$ cat src/sdc_pkg.sv
package sdc_pkg;

  // Keyboard grid geometry.
  localparam int unsigned GRID_COLS = 14;
  localparam int unsigned GRID_ROWS = 4;

  // Field widths of the items.
  localparam int unsigned STEP_W  = 11;
  localparam int unsigned COL_W   = 5;
  localparam int unsigned ROW_W   = 4;
  localparam int unsigned PITCH_W = 26;
  localparam int unsigned TAB_W   = 19;

  // Largest column and row after clamping.
  localparam logic [COL_W-2:0] COL_MAX = (COL_W-1)'(GRID_COLS - 1);
  localparam logic [ROW_W-2:0] ROW_MAX = (ROW_W-1)'(GRID_ROWS - 1);

  // One octave, 1200 cents, with 8 fraction bits.
  localparam logic [PITCH_W-1:0] OCTAVE_Q8 = 26'd307200;

  // Tuning ids held in the configuration register.
  typedef enum logic [7:0] {
    SCALE_EDO12 = 8'd0,
    SCALE_EDO19 = 8'd1,
    SCALE_EDO31 = 8'd2,
    SCALE_JI11  = 8'd3,
    SCALE_PENTA = 8'd4,
    SCALE_MAJOR = 8'd5,
    SCALE_WOLF  = 8'd6
  } scale_e;

  // Input item as held in the input register.
  typedef struct packed {
    logic                     operation;
    logic signed [STEP_W-1:0] step_index;
    logic signed [COL_W-1:0]  grid_column;
    logic signed [ROW_W-1:0]  grid_row;
  } in_item_t;

  // Reciprocals for degree / n, exact for degrees below 1024 (shift 16).
  localparam logic [13:0] RECIP_14 = 14'd4682;
  localparam logic [13:0] RECIP_5  = 14'd13108;
  localparam logic [13:0] RECIP_7  = 14'd9363;

  // Equal temperaments: m * 307200 / n = m * INT + (m * FRAC) / n.
  // The remaining division uses a reciprocal with shift 20, exact over
  // the reachable range.
  localparam logic [13:0] EDO19_INT   = 14'd16168;
  localparam logic [4:0]  EDO19_FRAC  = 5'd8;
  localparam logic [4:0]  EDO19_HALF  = 5'd9;
  localparam logic [15:0] EDO19_RECIP = 16'd55189;
  localparam logic [13:0] EDO31_INT   = 14'd9909;
  localparam logic [4:0]  EDO31_FRAC  = 5'd21;
  localparam logic [4:0]  EDO31_HALF  = 5'd15;
  localparam logic [15:0] EDO31_RECIP = 16'd33826;

  // 11-limit just intonation, one entry per column.
  function automatic logic [TAB_W-1:0] ji11_entry(input logic [3:0] idx);
    logic [TAB_W-1:0] val;
    case (idx)
      4'd0:    val = 19'd0;
      4'd1:    val = 19'd38563;
      4'd2:    val = 19'd52201;
      4'd3:    val = 19'd68319;
      4'd4:    val = 19'd80804;
      4'd5:    val = 19'd98896;
      4'd6:    val = 19'd127500;
      4'd7:    val = 19'd141137;
      4'd8:    val = 19'd179700;
      4'd9:    val = 19'd195818;
      4'd10:   val = 19'd208304;
      4'd11:   val = 19'd226396;
      4'd12:   val = 19'd248019;
      4'd13:   val = 19'd268637;
      default: val = 19'd0;
    endcase
    return val;
  endfunction

  // Just pentatonic scale.
  function automatic logic [TAB_W-1:0] penta_entry(input logic [3:0] idx);
    logic [TAB_W-1:0] val;
    case (idx)
      4'd0:    val = 19'd0;
      4'd1:    val = 19'd52198;
      4'd2:    val = 19'd98893;
      4'd3:    val = 19'd179712;
      4'd4:    val = 19'd226406;
      default: val = 19'd0;
    endcase
    return val;
  endfunction

  // Just major scale.
  function automatic logic [TAB_W-1:0] major_entry(input logic [3:0] idx);
    logic [TAB_W-1:0] val;
    case (idx)
      4'd0:    val = 19'd0;
      4'd1:    val = 19'd52198;
      4'd2:    val = 19'd98893;
      4'd3:    val = 19'd127488;
      4'd4:    val = 19'd179712;
      4'd5:    val = 19'd226406;
      4'd6:    val = 19'd278605;
      default: val = 19'd0;
    endcase
    return val;
  endfunction

endpackage

$ cat src/sdc_in_if.sv
interface sdc_in_if;
  import sdc_pkg::*;

  logic                     valid;
  logic                     ready;
  logic                     operation;
  logic signed [STEP_W-1:0] step_index;
  logic signed [COL_W-1:0]  grid_column;
  logic signed [ROW_W-1:0]  grid_row;

  modport source (output valid, operation, step_index, grid_column, grid_row, input ready);
  modport sink (input valid, operation, step_index, grid_column, grid_row, output ready);
endinterface

$ cat src/sdc_out_if.sv
interface sdc_out_if;
  import sdc_pkg::*;

  logic               valid;
  logic               ready;
  logic [PITCH_W-1:0] pitch_cents_q8;

  modport source (output valid, pitch_cents_q8, input ready);
  modport sink (input valid, pitch_cents_q8, output ready);
endinterface

$ cat src/scale_degree_to_cents.sv
// Scale degree to pitch converter.
// The req_i channel takes one item per lookup: operation selects a linear
// step (step_index) or a key on the grid (grid_column, grid_row). The rsp_o
// channel returns exactly one item per lookup, pitch_cents_q8, in 1/256
// cent units. The tuning comes from the scale_select register, written on
// scale_select_we_i; the user must write it only while no lookup is in
// flight, which the block itself does not enforce. An accepted item waits
// in the input register, with all arithmetic between it and the result
// register, and is shown on rsp_o once the result register loads it.
// Throughput is one item per cycle while the receiver takes results; it is
// set by the single result register, reloaded in the cycle it is taken.
// Reset clears both valid flags and selects 12-EDO; no clearing pass.
// When the receiver stalls, the result register holds its item and the
// input register can still take one more item, after which req_i.ready
// drops until the result is taken.
module scale_degree_to_cents (
  input  logic                clk_i,
  input  logic                rst_ni,
  input  logic                scale_select_we_i,
  input  logic [7:0]          scale_select_i,
  sdc_in_if.sink              req_i,
  sdc_out_if.source           rsp_o
);
  import sdc_pkg::*;

  logic [7:0]         scale_q;
  logic               s1_valid_q, s1_valid_d;
  in_item_t           s1_q;
  logic               s2_valid_q, s2_valid_d;
  logic [PITCH_W-1:0] pitch_q;
  logic [PITCH_W-1:0] pitch_d;
  logic               req_acc;
  logic               s2_load;

  logic [9:0]             step_u;
  logic [COL_W-2:0]       col_u;
  logic [ROW_W-2:0]       row_u;
  logic [3:0]             row_mul;
  logic [6:0]             grid_deg;
  logic [9:0]             deg;
  logic [3:0]             tab_div;
  logic [13:0]            tab_recip;
  logic [23:0]            tab_prod;
  logic [7:0]             tab_q;
  logic [9:0]             tab_rem_w;
  logic [3:0]             tab_rem;
  logic [8:0]             tab_oct;
  logic [TAB_W-1:0]       tab_entry;
  logic [PITCH_W-1:0]     tab_val;
  logic [4:0]             edo_base;
  logic [13:0]            edo_int;
  logic [4:0]             edo_frac;
  logic [4:0]             edo_half;
  logic [15:0]            edo_recip;
  logic [10:0]            edo_m;
  logic [14:0]            edo_x;
  logic [30:0]            edo_prod;
  logic [PITCH_W-1:0]     edo_val;
  logic [PITCH_W-1:0]     edo12_val;
  logic [9:0]             wolf_k;
  logic [PITCH_W-1:0]     wolf_val;
  logic [PITCH_W-1:0]     fallback_val;

  // Configuration register.
  always_ff @(posedge clk_i or negedge rst_ni) begin
    if (!rst_ni) begin
      scale_q <= SCALE_EDO12;
    end else if (scale_select_we_i) begin
      scale_q <= scale_select_i;
    end
  end

  // Handshake: the result register reloads when empty or being taken.
  assign s2_load     = !s2_valid_q || rsp_o.ready;
  assign req_i.ready = !s1_valid_q || s2_load;
  assign req_acc     = req_i.valid && req_i.ready;

  always_comb begin
    s1_valid_d = s1_valid_q;
    if (req_acc) begin
      s1_valid_d = 1'b1;
    end else if (s2_load) begin
      s1_valid_d = 1'b0;
    end
    s2_valid_d = s2_load ? s1_valid_q : s2_valid_q;
  end

  always_ff @(posedge clk_i or negedge rst_ni) begin
    if (!rst_ni) begin
      s1_valid_q <= 1'b0;
      s2_valid_q <= 1'b0;
    end else begin
      s1_valid_q <= s1_valid_d;
      s2_valid_q <= s2_valid_d;
    end
  end

  // Input register payload.
  always_ff @(posedge clk_i) begin
    if (req_acc) begin
      s1_q.operation   <= req_i.operation;
      s1_q.step_index  <= req_i.step_index;
      s1_q.grid_column <= req_i.grid_column;
      s1_q.grid_row    <= req_i.grid_row;
    end
  end

  // Clamp the position to the valid step range and to the grid.
  always_comb begin
    step_u = s1_q.step_index[STEP_W-1] ? '0 : s1_q.step_index[STEP_W-2:0];
    if (s1_q.grid_column[COL_W-1]) begin
      col_u = '0;
    end else if (s1_q.grid_column[COL_W-2:0] > COL_MAX) begin
      col_u = COL_MAX;
    end else begin
      col_u = s1_q.grid_column[COL_W-2:0];
    end
    if (s1_q.grid_row[ROW_W-1]) begin
      row_u = '0;
    end else if (s1_q.grid_row[ROW_W-2:0] > ROW_MAX) begin
      row_u = ROW_MAX;
    end else begin
      row_u = s1_q.grid_row[ROW_W-2:0];
    end
  end

  // Steps per grid row for each tuning; zero where the row is handled apart or ignored.
  always_comb begin
    case (scale_q)
      SCALE_EDO12: row_mul = 4'd5;
      SCALE_EDO19: row_mul = 4'd8;
      SCALE_EDO31: row_mul = 4'd13;
      SCALE_PENTA: row_mul = 4'd2;
      SCALE_MAJOR: row_mul = 4'd2;
      default:     row_mul = 4'd0;
    endcase
  end

  assign grid_deg = 7'(col_u) + 7'(row_mul) * 7'(row_u);
  assign deg      = s1_q.operation ? 10'(grid_deg) : step_u;

  // Table tunings: split the degree into octave and scale index.
  always_comb begin
    case (scale_q)
      SCALE_PENTA: begin
        tab_div   = 4'd5;
        tab_recip = RECIP_5;
      end
      SCALE_MAJOR: begin
        tab_div   = 4'd7;
        tab_recip = RECIP_7;
      end
      default: begin
        tab_div   = 4'(GRID_COLS);
        tab_recip = RECIP_14;
      end
    endcase
  end

  assign tab_prod  = 24'(deg) * 24'(tab_recip);
  assign tab_q     = tab_prod[23:16];
  assign tab_rem_w = deg - 10'(tab_q) * 10'(tab_div);
  assign tab_rem   = tab_rem_w[3:0];

  // In the just grid each row is one octave higher.
  assign tab_oct = 9'(tab_q)
                 + ((s1_q.operation && scale_q == SCALE_JI11) ? 9'(row_u) : 9'd0);

  always_comb begin
    case (scale_q)
      SCALE_PENTA: tab_entry = penta_entry(tab_rem);
      SCALE_MAJOR: tab_entry = major_entry(tab_rem);
      default:     tab_entry = ji11_entry(tab_rem);
    endcase
  end

  assign tab_val = 26'(tab_entry) + 26'(tab_oct) * OCTAVE_Q8;

  // 19- and 31-EDO, rounded half up, with the octave lift folded into m.
  always_comb begin
    if (scale_q == SCALE_EDO31) begin
      edo_base  = 5'd31;
      edo_int   = EDO31_INT;
      edo_frac  = EDO31_FRAC;
      edo_half  = EDO31_HALF;
      edo_recip = EDO31_RECIP;
    end else begin
      edo_base  = 5'd19;
      edo_int   = EDO19_INT;
      edo_frac  = EDO19_FRAC;
      edo_half  = EDO19_HALF;
      edo_recip = EDO19_RECIP;
    end
  end

  assign edo_m    = 11'(deg) + 11'(edo_base);
  assign edo_x    = 15'(16'(edo_m) * 16'(edo_frac)) + 15'(edo_half);
  assign edo_prod = 31'(edo_x) * 31'(edo_recip);
  assign edo_val  = 26'(edo_m) * 26'(edo_int) + 26'(edo_prod[30:20]);

  // Linear tunings.
  assign edo12_val    = OCTAVE_Q8 + 26'(deg) * 26'd25600;
  assign fallback_val = 26'(deg) * 26'd25600;
  assign wolf_k       = s1_q.operation ? 10'(col_u) : step_u;
  assign wolf_val     = OCTAVE_Q8 + 26'(wolf_k) * 26'd15872
                      + (s1_q.operation ? 26'(row_u) * 26'd163072 : 26'd0);

  // Pick the result of the selected tuning.
  always_comb begin
    case (scale_q)
      SCALE_EDO12: pitch_d = edo12_val;
      SCALE_EDO19: pitch_d = edo_val;
      SCALE_EDO31: pitch_d = edo_val;
      SCALE_JI11:  pitch_d = tab_val;
      SCALE_PENTA: pitch_d = tab_val;
      SCALE_MAJOR: pitch_d = tab_val;
      SCALE_WOLF:  pitch_d = wolf_val;
      default:     pitch_d = fallback_val;
    endcase
  end

  // Result register.
  always_ff @(posedge clk_i) begin
    if (s2_load && s1_valid_q) begin
      pitch_q <= pitch_d;
    end
  end

  assign rsp_o.valid          = s2_valid_q;
  assign rsp_o.pitch_cents_q8 = pitch_q;

`ifndef SYNTHESIS
  // An item leaving the input register lands in the result register.
  assert property (@(posedge clk_i) disable iff (!rst_ni)
    s1_valid_q && s2_load |=> s2_valid_q)
    else $error("item lost between input and result register");

  // A new item is only taken when the input register is free or draining.
  assert property (@(posedge clk_i) disable iff (!rst_ni)
    req_acc |-> (!s1_valid_q || s2_load))
    else $error("input register overwritten");

  // The scale index of a table tuning stays below the scale length.
  assert property (@(posedge clk_i) disable iff (!rst_ni)
    s1_valid_q |-> tab_rem < tab_div)
    else $error("table index out of range");

  // Tunings with the octave lift never go below one octave.
  assert property (@(posedge clk_i) disable iff (!rst_ni)
    s1_valid_q && (scale_q == SCALE_EDO12 || scale_q == SCALE_EDO19 ||
                   scale_q == SCALE_EDO31 || scale_q == SCALE_WOLF)
    |-> pitch_d >= OCTAVE_Q8)
    else $error("lifted pitch below one octave");
`endif

endmodule

$ cat src/flat_wrapper.sv
// flat-port wrapper written by rule: the top's interface ports become plain ports
module scale_degree_to_cents_flat import sdc_pkg::*;
  (clk_i, rst_ni, scale_select_we_i, scale_select_i, req_i_valid, req_i_operation, req_i_step_index, req_i_grid_column, req_i_grid_row, req_i_ready, rsp_o_valid, rsp_o_pitch_cents_q8, rsp_o_ready);
  sdc_in_if req_i_i ();
  sdc_out_if rsp_o_i ();
  input  logic clk_i;
  input  logic rst_ni;
  input  logic scale_select_we_i;
  input  logic [7:0] scale_select_i;
  input wire logic [$bits(req_i_i.valid)-1:0] req_i_valid;
  input wire logic [$bits(req_i_i.operation)-1:0] req_i_operation;
  input wire logic [$bits(req_i_i.step_index)-1:0] req_i_step_index;
  input wire logic [$bits(req_i_i.grid_column)-1:0] req_i_grid_column;
  input wire logic [$bits(req_i_i.grid_row)-1:0] req_i_grid_row;
  output wire logic [$bits(req_i_i.ready)-1:0] req_i_ready;
  output wire logic [$bits(rsp_o_i.valid)-1:0] rsp_o_valid;
  output wire logic [$bits(rsp_o_i.pitch_cents_q8)-1:0] rsp_o_pitch_cents_q8;
  input wire logic [$bits(rsp_o_i.ready)-1:0] rsp_o_ready;
  assign req_i_i.valid = req_i_valid;
  assign req_i_i.operation = req_i_operation;
  assign req_i_i.step_index = req_i_step_index;
  assign req_i_i.grid_column = req_i_grid_column;
  assign req_i_i.grid_row = req_i_grid_row;
  assign req_i_ready = req_i_i.ready;
  assign rsp_o_valid = rsp_o_i.valid;
  assign rsp_o_pitch_cents_q8 = rsp_o_i.pitch_cents_q8;
  assign rsp_o_i.ready = rsp_o_ready;
  scale_degree_to_cents u_core (.clk_i(clk_i), .rst_ni(rst_ni), .scale_select_we_i(scale_select_we_i), .scale_select_i(scale_select_i), .req_i(req_i_i), .rsp_o(rsp_o_i));
endmodule
$ cat config.mk
export PLATFORM = sky130hd
export DESIGN_NAME = scale_degree_to_cents_flat
export DESIGN_NICKNAME = d
export VERILOG_FILES = /design/src/sdc_pkg.sv /design/src/sdc_in_if.sv /design/src/sdc_out_if.sv /design/src/scale_degree_to_cents.sv /design/src/flat_wrapper.sv
export SDC_FILE = /design/constraint.sdc
export NUM_CORES = 1
export LEC_CHECK = 0
export ABC_AREA = 1
export BUFFER_PORTS_ARGS = -buffer_cell sky130_fd_sc_hd__buf_2
export CELL_PAD_IN_SITES_DETAIL_PLACEMENT = 0
export CELL_PAD_IN_SITES_GLOBAL_PLACEMENT = 1
export CORE_ASPECT_RATIO = 1.4
export CORE_MARGIN = 2
export CORE_UTILIZATION = 40
export DETAILED_ROUTE_END_ITERATION = 10
export HOLD_SLACK_MARGIN = 0.15
export PLACE_DENSITY_LB_ADDON = 0.1
export REMOVE_ABC_BUFFERS = 1
export SYNTH_ARGS = -nofsm -noshare
export SYNTH_HDL_FRONTEND = slang
export SYNTH_SLANG_ARGS = --single-unit
$ cat constraint.sdc
create_clock -name clk_i -period 19.7 [get_ports clk_i]
set_input_delay 3.94 -clock clk_i [delete_from_list [all_inputs] [get_ports clk_i]]
set_output_delay 3.94 -clock clk_i [all_outputs]
set_load 0.005 [all_outputs]
# After elaboration in Yosys (flattened, before gate mapping)
# Memory sizes are Yosys's and may differ from the RTL's.
# Cells that the tools add are included.
# word_totals
reg_bits	57
mem_bits_ro	304
word_cells	78
mem_count	1
# op_classes
add_sub_neg	10
multipliers	10
magnitude_cmp	2
n_eq_ne	12
n_mux	23
reduce_logical	12
# mem_list
name	depth	width	rd	rd_clocked_by_memory_dff	write_ports	line_no	rtl
(name not given)	16	19	1	0	0	sdc_pkg.sv:60	case (idx)
# op_table
operator	n
$pmux 19 s6	1
$pmux 26 s4	1
$pmux 18 s4	1
$pmux 19 s2	1
$mul 15x16->31	1
$mul 10x5->15 const B	2
$mux 10	3
$pmux 14 s2	1
$add 19x25->26 const A	1
$add 19x26->26	1
$add 25x11->26	1
$add 26x26->26	1
$add 19x24->25 const A	1
$mul 11x14->25	1
$eq 8x3->1 const B	3
$mul 10x14->24	1
$mux 21	1
$eq 8x2->1 const B	2
$pmux 4 s4	1
$add 15x4->15	1
$mul 11x5->15	1
$mux 15	1
$mul 9x7->14 const B	1
$mul 3x10->13 const B	1
other kinds (25)	39

# Logic depth before layout (Yosys ltp)
# Gate-level depths: netlist (run 1).
# logic_depth
word_depth	14
mapped_depth	89

# Least setup slack after synthesis (run 1)
# No wires, ideal clock.
# synth_path
path_kind	reg-to-reg
start	register u_core.scale_q[5]
end	register u_core.pitch_q[21], in the netlist u_core.rsp_o.pitch_cents_q8[21], data pin
setup_ps	285
arrival_time_ps	15553
required_ps	19415
setup_slack_ps	3862
stages_incl_launch_ff	83
path_buffers	1
path_cell_list	dfrtp_1 nor2_1 nand2_1 inv_1 nand2_1 inv_1 o21ai_1 inv_1 clkbuf_1 nand2_1 fa_1 fa_1 inv_1 ha_1 nor2_1 o21ai_0 nand2_1 inv_1 [... 47 more ...] fa_1 inv_1 fa_1 inv_1 ha_1 a21oi_1 o21ai_0 a21oi_1 inv_1 a21oi_1 o21ai_0 inv_1 o21ai_0 nand3_1 nand2_1 a21oi_1 o21ai_0 a22oi_1
# synth_via
elab_chain_len	14
# synth_lines
element	line_no	rtl
start, declared	scale_degree_to_cents.sv:26	logic [7:0] scale_q;
start signal, assigned	scale_degree_to_cents.sv:69	scale_q <= scale_select_i;
parallel branches: the longest is 13 deep, another holds $mul 15x16->31	-	
$pmux 26 s4 (*)	scale_degree_to_cents.sv:210	case (scale_q)
net u_core.pitch_d[21]	scale_degree_to_cents.sv:31	logic [PITCH_W-1:0] pitch_d;
end signal, assigned	scale_degree_to_cents.sv:225	pitch_q <= pitch_d;
end, declared	scale_degree_to_cents.sv:30	logic [PITCH_W-1:0] pitch_q;
# Mark *: on every way through the listed nets, which the timed path passes.
# A chain may end at the register's enable or synchronous reset.

# Worst setup path after layout (run 1)
# layout_path
start	register u_core.scale_q[5]
end	register u_core.pitch_q[17], in the netlist u_core.rsp_o.pitch_cents_q8[17], data pin
# Same word-level chain as after synthesis.

==> key figures, run 1 <==
Timing
  – Worst clock skew: 0.009667 ns
  – RSZ-0062 raised after global routing: false
  – Worst-Margin Slew: 1.103 ns
  – Final Max Slew Viols: 0
  – Hold Fails Final Rpt: 0
  – Minimum clock period: 18.33 ns
  – TNS Setup: 0 ns
  – Final period utilization: 93.07%
  – Fmax: 54.54 MHz
  – Count of final setup violators: 0
  – Max-slew headroom: 26.28%

Setup path
  – Crit path arrival time: 18.38 ns
  – WP buf/inv: 22
  – Worst Path Max Fanout: 17
  – CP max-delay cell: fa_1
  – Setup crit end kind: flop
  – CP Launch Type: flop
  – CP Data Required Time: 19.75 ns
  – Cell mode on critical path: inv_1
  – CP Class: flop to flop
  – Critical Path Max Stage Delay: 0.65 ns
  – Family with the most delay on the worst path: adder cells

CTS
  – Postcts setup bufs: 0
  – CTS Hold Bufs: 0
  – Clk_lat worst skew: 0.36 ns
  – Reg clk slew, reported paths: 0.06 ns
  – H-Tree Depth: 3
  – Clock root cell: clkbuf_16
  – Maximum clock path buffer count: 2
  – TritonCTS clock tree: built
  – CTS buffer count: 9
  – Sink Count: 57

Cells and area
  – Area growth, synth to finish: 6.893%
  – Fill cell count: 6228
  – # diodes: 0
  – Final Core Density: 43.00%
  – Post-Layout Inst Area: 25550 µm²
  – Finished Layout Cells: 3825
  – Layout cells sized above 1: 5.311%
  – Most frequent cells in the layout: inv_1, ha_1, nand2_1
  – Most common cell after layout, fill and taps aside: inv_1
  – Nets: 3906

Synth
  – Synth Area per Inst: 7.992 µm²
  – Cells after Synth: 2991
  – Register area share after synthesis: 6.951%
  – Top FF cell, synth: edfxtp_1
  – Number of distinct library cells after synthesis: 66
  – Cell Area, Synth: 23900 µm²
  – Post-synth ARST share: 17.54%
  – FF+latch count, synth: 57
  – Ys Warns: 0
  – Number of synthesized flops with an enable pin: 47

Drt
  – Via density: 4.935
  – Violation count after the first detailed-routing iteration: 892
  – Post-Route WL: 68720 µm
  – Drt drc: 0
  – Initial DRT Pass Iterations: 5
  – Via count: 18.88k
  – Number of nets with antenna violations after routing: 0
  – Average wire per standard cell: 17.97 µm

Placement
  – Port-buffer cells: 61
  – Gpl congestion: 0.9184
  – Placed Area: 25210 µm²
  – HPWL after detailed placement: 61640 µm
  – Cells after DPL: 3809

Die
  – Number of I/O pins: 62
  – Die X: 210.6 µm
  – DIE HEIGHT: 293.2 µm
  – DIE AREA: 61760 µm²
  – Effective utilization at floorplan: 40.23%
  – Row cnt: 106
  – Core area: 59420 µm²

Hold path
  – Tightest Hold Check Type: flop to flop

Flow run
  – Max cap viols: 0

Global route
  – Largest net degree at the start of global routing: 39
  – Overflow after GRT: 0
  – Initial antenna violation count: 0
  – First-pass GRT wire length: 110400 µm
  – Vias in the first global route: 20.33k
  – Tot GR Track Use: 23.33%

Status
  – Status: complete, no violations
area by class of cell:
type	count	area [µm²]	share of cell area, %
Inverter	775	2915	11.41
Tap cell	756	945.9	3.702
Clock inverter	7	76.32	0.2987
Sequential cell	57	1662	6.503
Clock buffer	9	225.2	0.8814
Multi-Input combinational cell	2141	19280	75.45
Timing Repair Buffer	80	447.9	1.753
per-stage QoR:
step,hold WS [ns],setup slack (ns)
after floorplan,0.4471,3.148
after global placement,0.4945,1.178
after detailed placement,0.5051,1.066
after CTS,0.5178,0.9839
after global routing,0.5226,0.07350
final,0.5115,1.365
metal layers:
layer	up-vias	global-route usage, %	wire [µm]
li1	9418	-	-
met1	9101	27.46	27980
met2	272	44.26	36800
met3	85	1.571	1442
met4	0	8.245	2492
met5	-	0	0
cell families (layout without fill, tap and decap cells):
logic type | count (synthesis) | count (layout) | synth area share, %
xor+xnor | 91 | 91 | 3.481
compound gates | 368 | 368 | 8.762
flops | 57 | 57 | 6.951
simple gates | 829 | 829 | 14.55
mux | 4 | 4 | 0.1884
buf+inv | 832 | 871 | 13.23
other cells | 2 | 41 | 0.03142
fa+ha+maj | 808 | 808 | 52.81
synth_stat cells, types with 4 or more instances:
cell type | number | area [µm²]
a21oi_1 | 149 | 745.7
nor4_1 | 5 | 31.28
o2111ai_1 | 5 | 43.79
a211oi_1 | 6 | 45.04
mux2_2 | 4 | 45.04
nand4_1 | 10 | 62.56
nor2_1 | 246 | 923.4
o211ai_1 | 10 | 75.07
xnor2_1 | 33 | 289.0
o21ai_0 | 121 | 605.6
nor3_1 | 17 | 85.08
o22ai_1 | 4 | 25.02
ha_1 | 473 | 5918
nand2_2 | 7 | 43.79
edfxtp_1 | 47 | 1411
o21ai_1 | 11 | 55.05
fa_1 | 335 | 6706
a31oi_1 | 12 | 75.07
nand3b_1 | 10 | 75.07
nand2_1 | 411 | 1543
xor2_1 | 55 | 481.7
inv_2 | 9 | 33.78
nand3_2 | 4 | 40.04
dfrtp_1 | 10 | 250.2
o31ai_1 | 7 | 52.55
and2_1 | 4 | 25.02
buf_2 | 5 | 25.02
inv_1 | 761 | 2856
o21a_1 | 6 | 45.04
a21o_1 | 7 | 52.55
or2_2 | 20 | 125.1
o21bai_1 | 13 | 97.59
nand3_1 | 83 | 415.4
clkinv_1 | 4 | 15.01
clkbuf_1 | 45 | 168.9
registers in the layout, summed over array words and instances (netlist names):
register                     count
u_core.scale_q                   8
u_core.s1_valid_q                1
u_core.s1_q                     21
u_core.rsp_o.valid               1
u_core.rsp_o.pitch_cents_q8     26
final timing paths:
check	start	end	slack, ns	depth (start not counted)
max in group asynchronous	rst_ni	u_core.scale_q[1]	16.06	1
setup reg to reg	u_core.scale_q[5]	u_core.rsp_o.pitch_cents_q8[17]	1.37	83
hold / removal	u_core.scale_q[6]	u_core.scale_q[6]	0.51	1
hold reg to reg	u_core.scale_q[6]	u_core.scale_q[6]	0.51	1
setup / recovery	u_core.scale_q[5]	u_core.rsp_o.pitch_cents_q8[17]	1.37	83
min in group asynchronous	rst_ni	u_core.s1_valid_q	3.44	1
repair_timing:
item | CTS | global route
resized for setup | 0 | 9
endpoints found under the setup margin | 0 | 4
hold endpoints to repair | 0 | 0
Power of run 1 is not shown: default switching activity piles up to over one toggle a cycle in this logic, so the estimate is an artifact.
==> run 2: changes to the inputs <==
--- a/config.mk
+++ b/config.mk
@@ -12,9 +12,10 @@
 export CORE_ASPECT_RATIO = 1.4
 export CORE_MARGIN = 2
 export CORE_UTILIZATION = 40
+export CTS_CLUSTER_DIAMETER = 100
 export DETAILED_ROUTE_END_ITERATION = 10
 export HOLD_SLACK_MARGIN = 0.15
-export PLACE_DENSITY_LB_ADDON = 0.1
+export PLACE_DENSITY_LB_ADDON = 0.08
 export REMOVE_ABC_BUFFERS = 1
 export SYNTH_ARGS = -nofsm -noshare
 export SYNTH_HDL_FRONTEND = slang
==> key figures, run 2 (same netlist as run 1, synthesis figures left out) <==
Global route
  – Largest net degree at the start of global routing: 39
  – Initial antenna violation count: 1
  – Vias in the first global route: 20.45k
  – Overflow after GRT: 0
  – Tot GR Track Use: 23.69%
  – First-pass GRT wire length: 112300 µm

Cells and area
  – Final Core Density: 42.99%
  – Area growth, synth to finish: 6.852%
  – Largest register FFs: 26
  – Nets: 3904
  – # diodes: 0
  – Layout cells sized above 1: 5.249%
  – Most frequent cells in the layout: inv_1, ha_1, nand2_1
  – Fill cell count: 6176
  – Most common cell after layout, fill and taps aside: inv_1

Status
  – Status: complete, no violations

Setup path
  – CP Class: flop to flop
  – CP max-delay cell: fa_1
  – Critical Path Max Stage Delay: 0.56 ns
  – WP buf/inv: 21
  – Cell mode on critical path: inv_1
  – CP Data Required Time: 19.78 ns
  – Reg2reg start: u_core.scale_q[5]
  – Family with the most delay on the worst path: adder cells
  – Setup crit end kind: flop
  – Worst Path Max Fanout: 17
  – Crit path launch: u_core.scale_q[5]
  – CP Launch Type: flop
  – Crit path arrival time: 18.32 ns

Timing
  – Final hold slack: 0.5093 ns
  – Final setup margin: 1.456 ns
  – Fmax: 54.81 MHz
  – Count of final setup violators: 0
  – Hold Fails Final Rpt: 0
  – Minimum clock period: 18.24 ns
  – Worst-Margin Slew: 1.060 ns
  – Max-slew headroom: 29.19%
  – Worst clock skew: 0.008659 ns
  – Final Max Slew Viols: 0
  – Final period utilization: 92.61%

Placement
  – Port-buffer cells: 61
  – HPWL after detailed placement: 62080 µm
  – Dpl ws: 1.151 ns
  – Gpl congestion: 0.8969

CTS
  – Postcts setup bufs: 0
  – CTS Hold Bufs: 0
  – H-Tree Depth: 3
  – Clk_lat worst skew: 0.36 ns
  – Clock root cell: clkbuf_16
  – TritonCTS clock tree: built
  – Maximum clock path buffer count: 2
  – Sink Count: 57
  – CTS buffer count: 9
  – Reg clk slew, reported paths: 0.07 ns

Drt
  – Drt drc: 0
  – Via count: 18.88k
  – Post-Route WL: 69610 µm
  – Violation count after the first detailed-routing iteration: 1038
  – Number of nets with antenna violations after routing: 0
  – Via density: 4.937
  – Initial DRT Pass Iterations: 5
  – Average wire per standard cell: 18.21 µm

Die
  – DIE AREA: 61760 µm²
  – Core area: 59420 µm²
  – Number of I/O pins: 62
  – Die X: 210.6 µm
  – Effective utilization at floorplan: 40.23%
  – DIE HEIGHT: 293.2 µm
  – Row cnt: 106

Hold path
  – Hold_sp: u_core.scale_q[7]
  – Tightest Hold Check Type: flop to flop

Flow run
  – Max cap viols: 0
==> run 2: changes by cell type in the layout (fill, tap and decap cells not counted) <==
cell | previous run | this run
nor2_1 | 242 | 243
inv_8 | 0 | 1
clkinv_1 | 4 | 3
buf_4 | 19 | 17
a21oi_1 | 148 | 147
o21ai_1 | 11 | 12
nor2_2 | 6 | 5
o21ai_2 | 1 | 0
a21oi_2 | 0 | 1
==> run 2: what timing repair did <==
action | in CTS | in global routing
endpoints found under the hold margin | 0 | 0
gates resized for setup | 0 | 8
endpoints found under the setup margin | 0 | 4
==> run 2: final timing paths <==
| path | slack (ns) | to | cells after the start |
|---|---|---|---|
| max reg2reg | 1.46 | u_core.rsp_o.pitch_cents_q8[17] | 81 |
| max in group asynchronous | 16.07 | u_core.scale_q[3] | 1 |
| max | 1.46 | u_core.rsp_o.pitch_cents_q8[17] | 81 |
| min reg2reg | 0.51 | u_core.scale_q[7] | 1 |
| min in group asynchronous | 3.43 | u_core.scale_q[2] | 1 |
| min | 0.51 | u_core.scale_q[7] | 1 |
==> run 2: per-stage QoR <==
step	area [µm²]	TNS, ns	instances
3_3_place_gp	25200	0	3807
5_1_grt	25540	-0.001362	3823
4_1_cts	25510	0	3823
6_report	25540	0	3823
3_5_place_dp	25200	0	3807
2_1_floorplan	23800	0	2973
==> run 2: worst reg2reg max path: cells and delay by family (launching register included) <==
family	cells	cell delay [ns]
adder cells (fa/ha/maj)	19	8.32
AO/OA/AOI/OAI	21	4.10
AND/OR/NAND/NOR	17	2.13
buffers and inverters	21	2.12
XOR/XNOR	3	0.89
flip-flops	1	0.38
==> run 2: final cells by class <==
type	instances	area (µm²)	share of cell area, %
Multi-Input combinational cell	2141	19280	75.47
Sequential cell	57	1662	6.505
Inverter	775	2915	11.41
Clock buffer	9	225.2	0.8817
Timing Repair Buffer	78	432.9	1.695
Clock inverter	7	83.83	0.3282
Tap cell	756	945.9	3.703
==> run 2: layer usage <==
metal  global-route usage, %  wire (µm)  vias to the layer above
li1                        -          -                     9397
met3                   1.753       1737                       94
met1                   28.31      28540                     9072
met5                       0          0                        -
met4                   9.189       3002                        0
met2                   43.90      36330                      312
Power of run 2 is left out for the same reason.
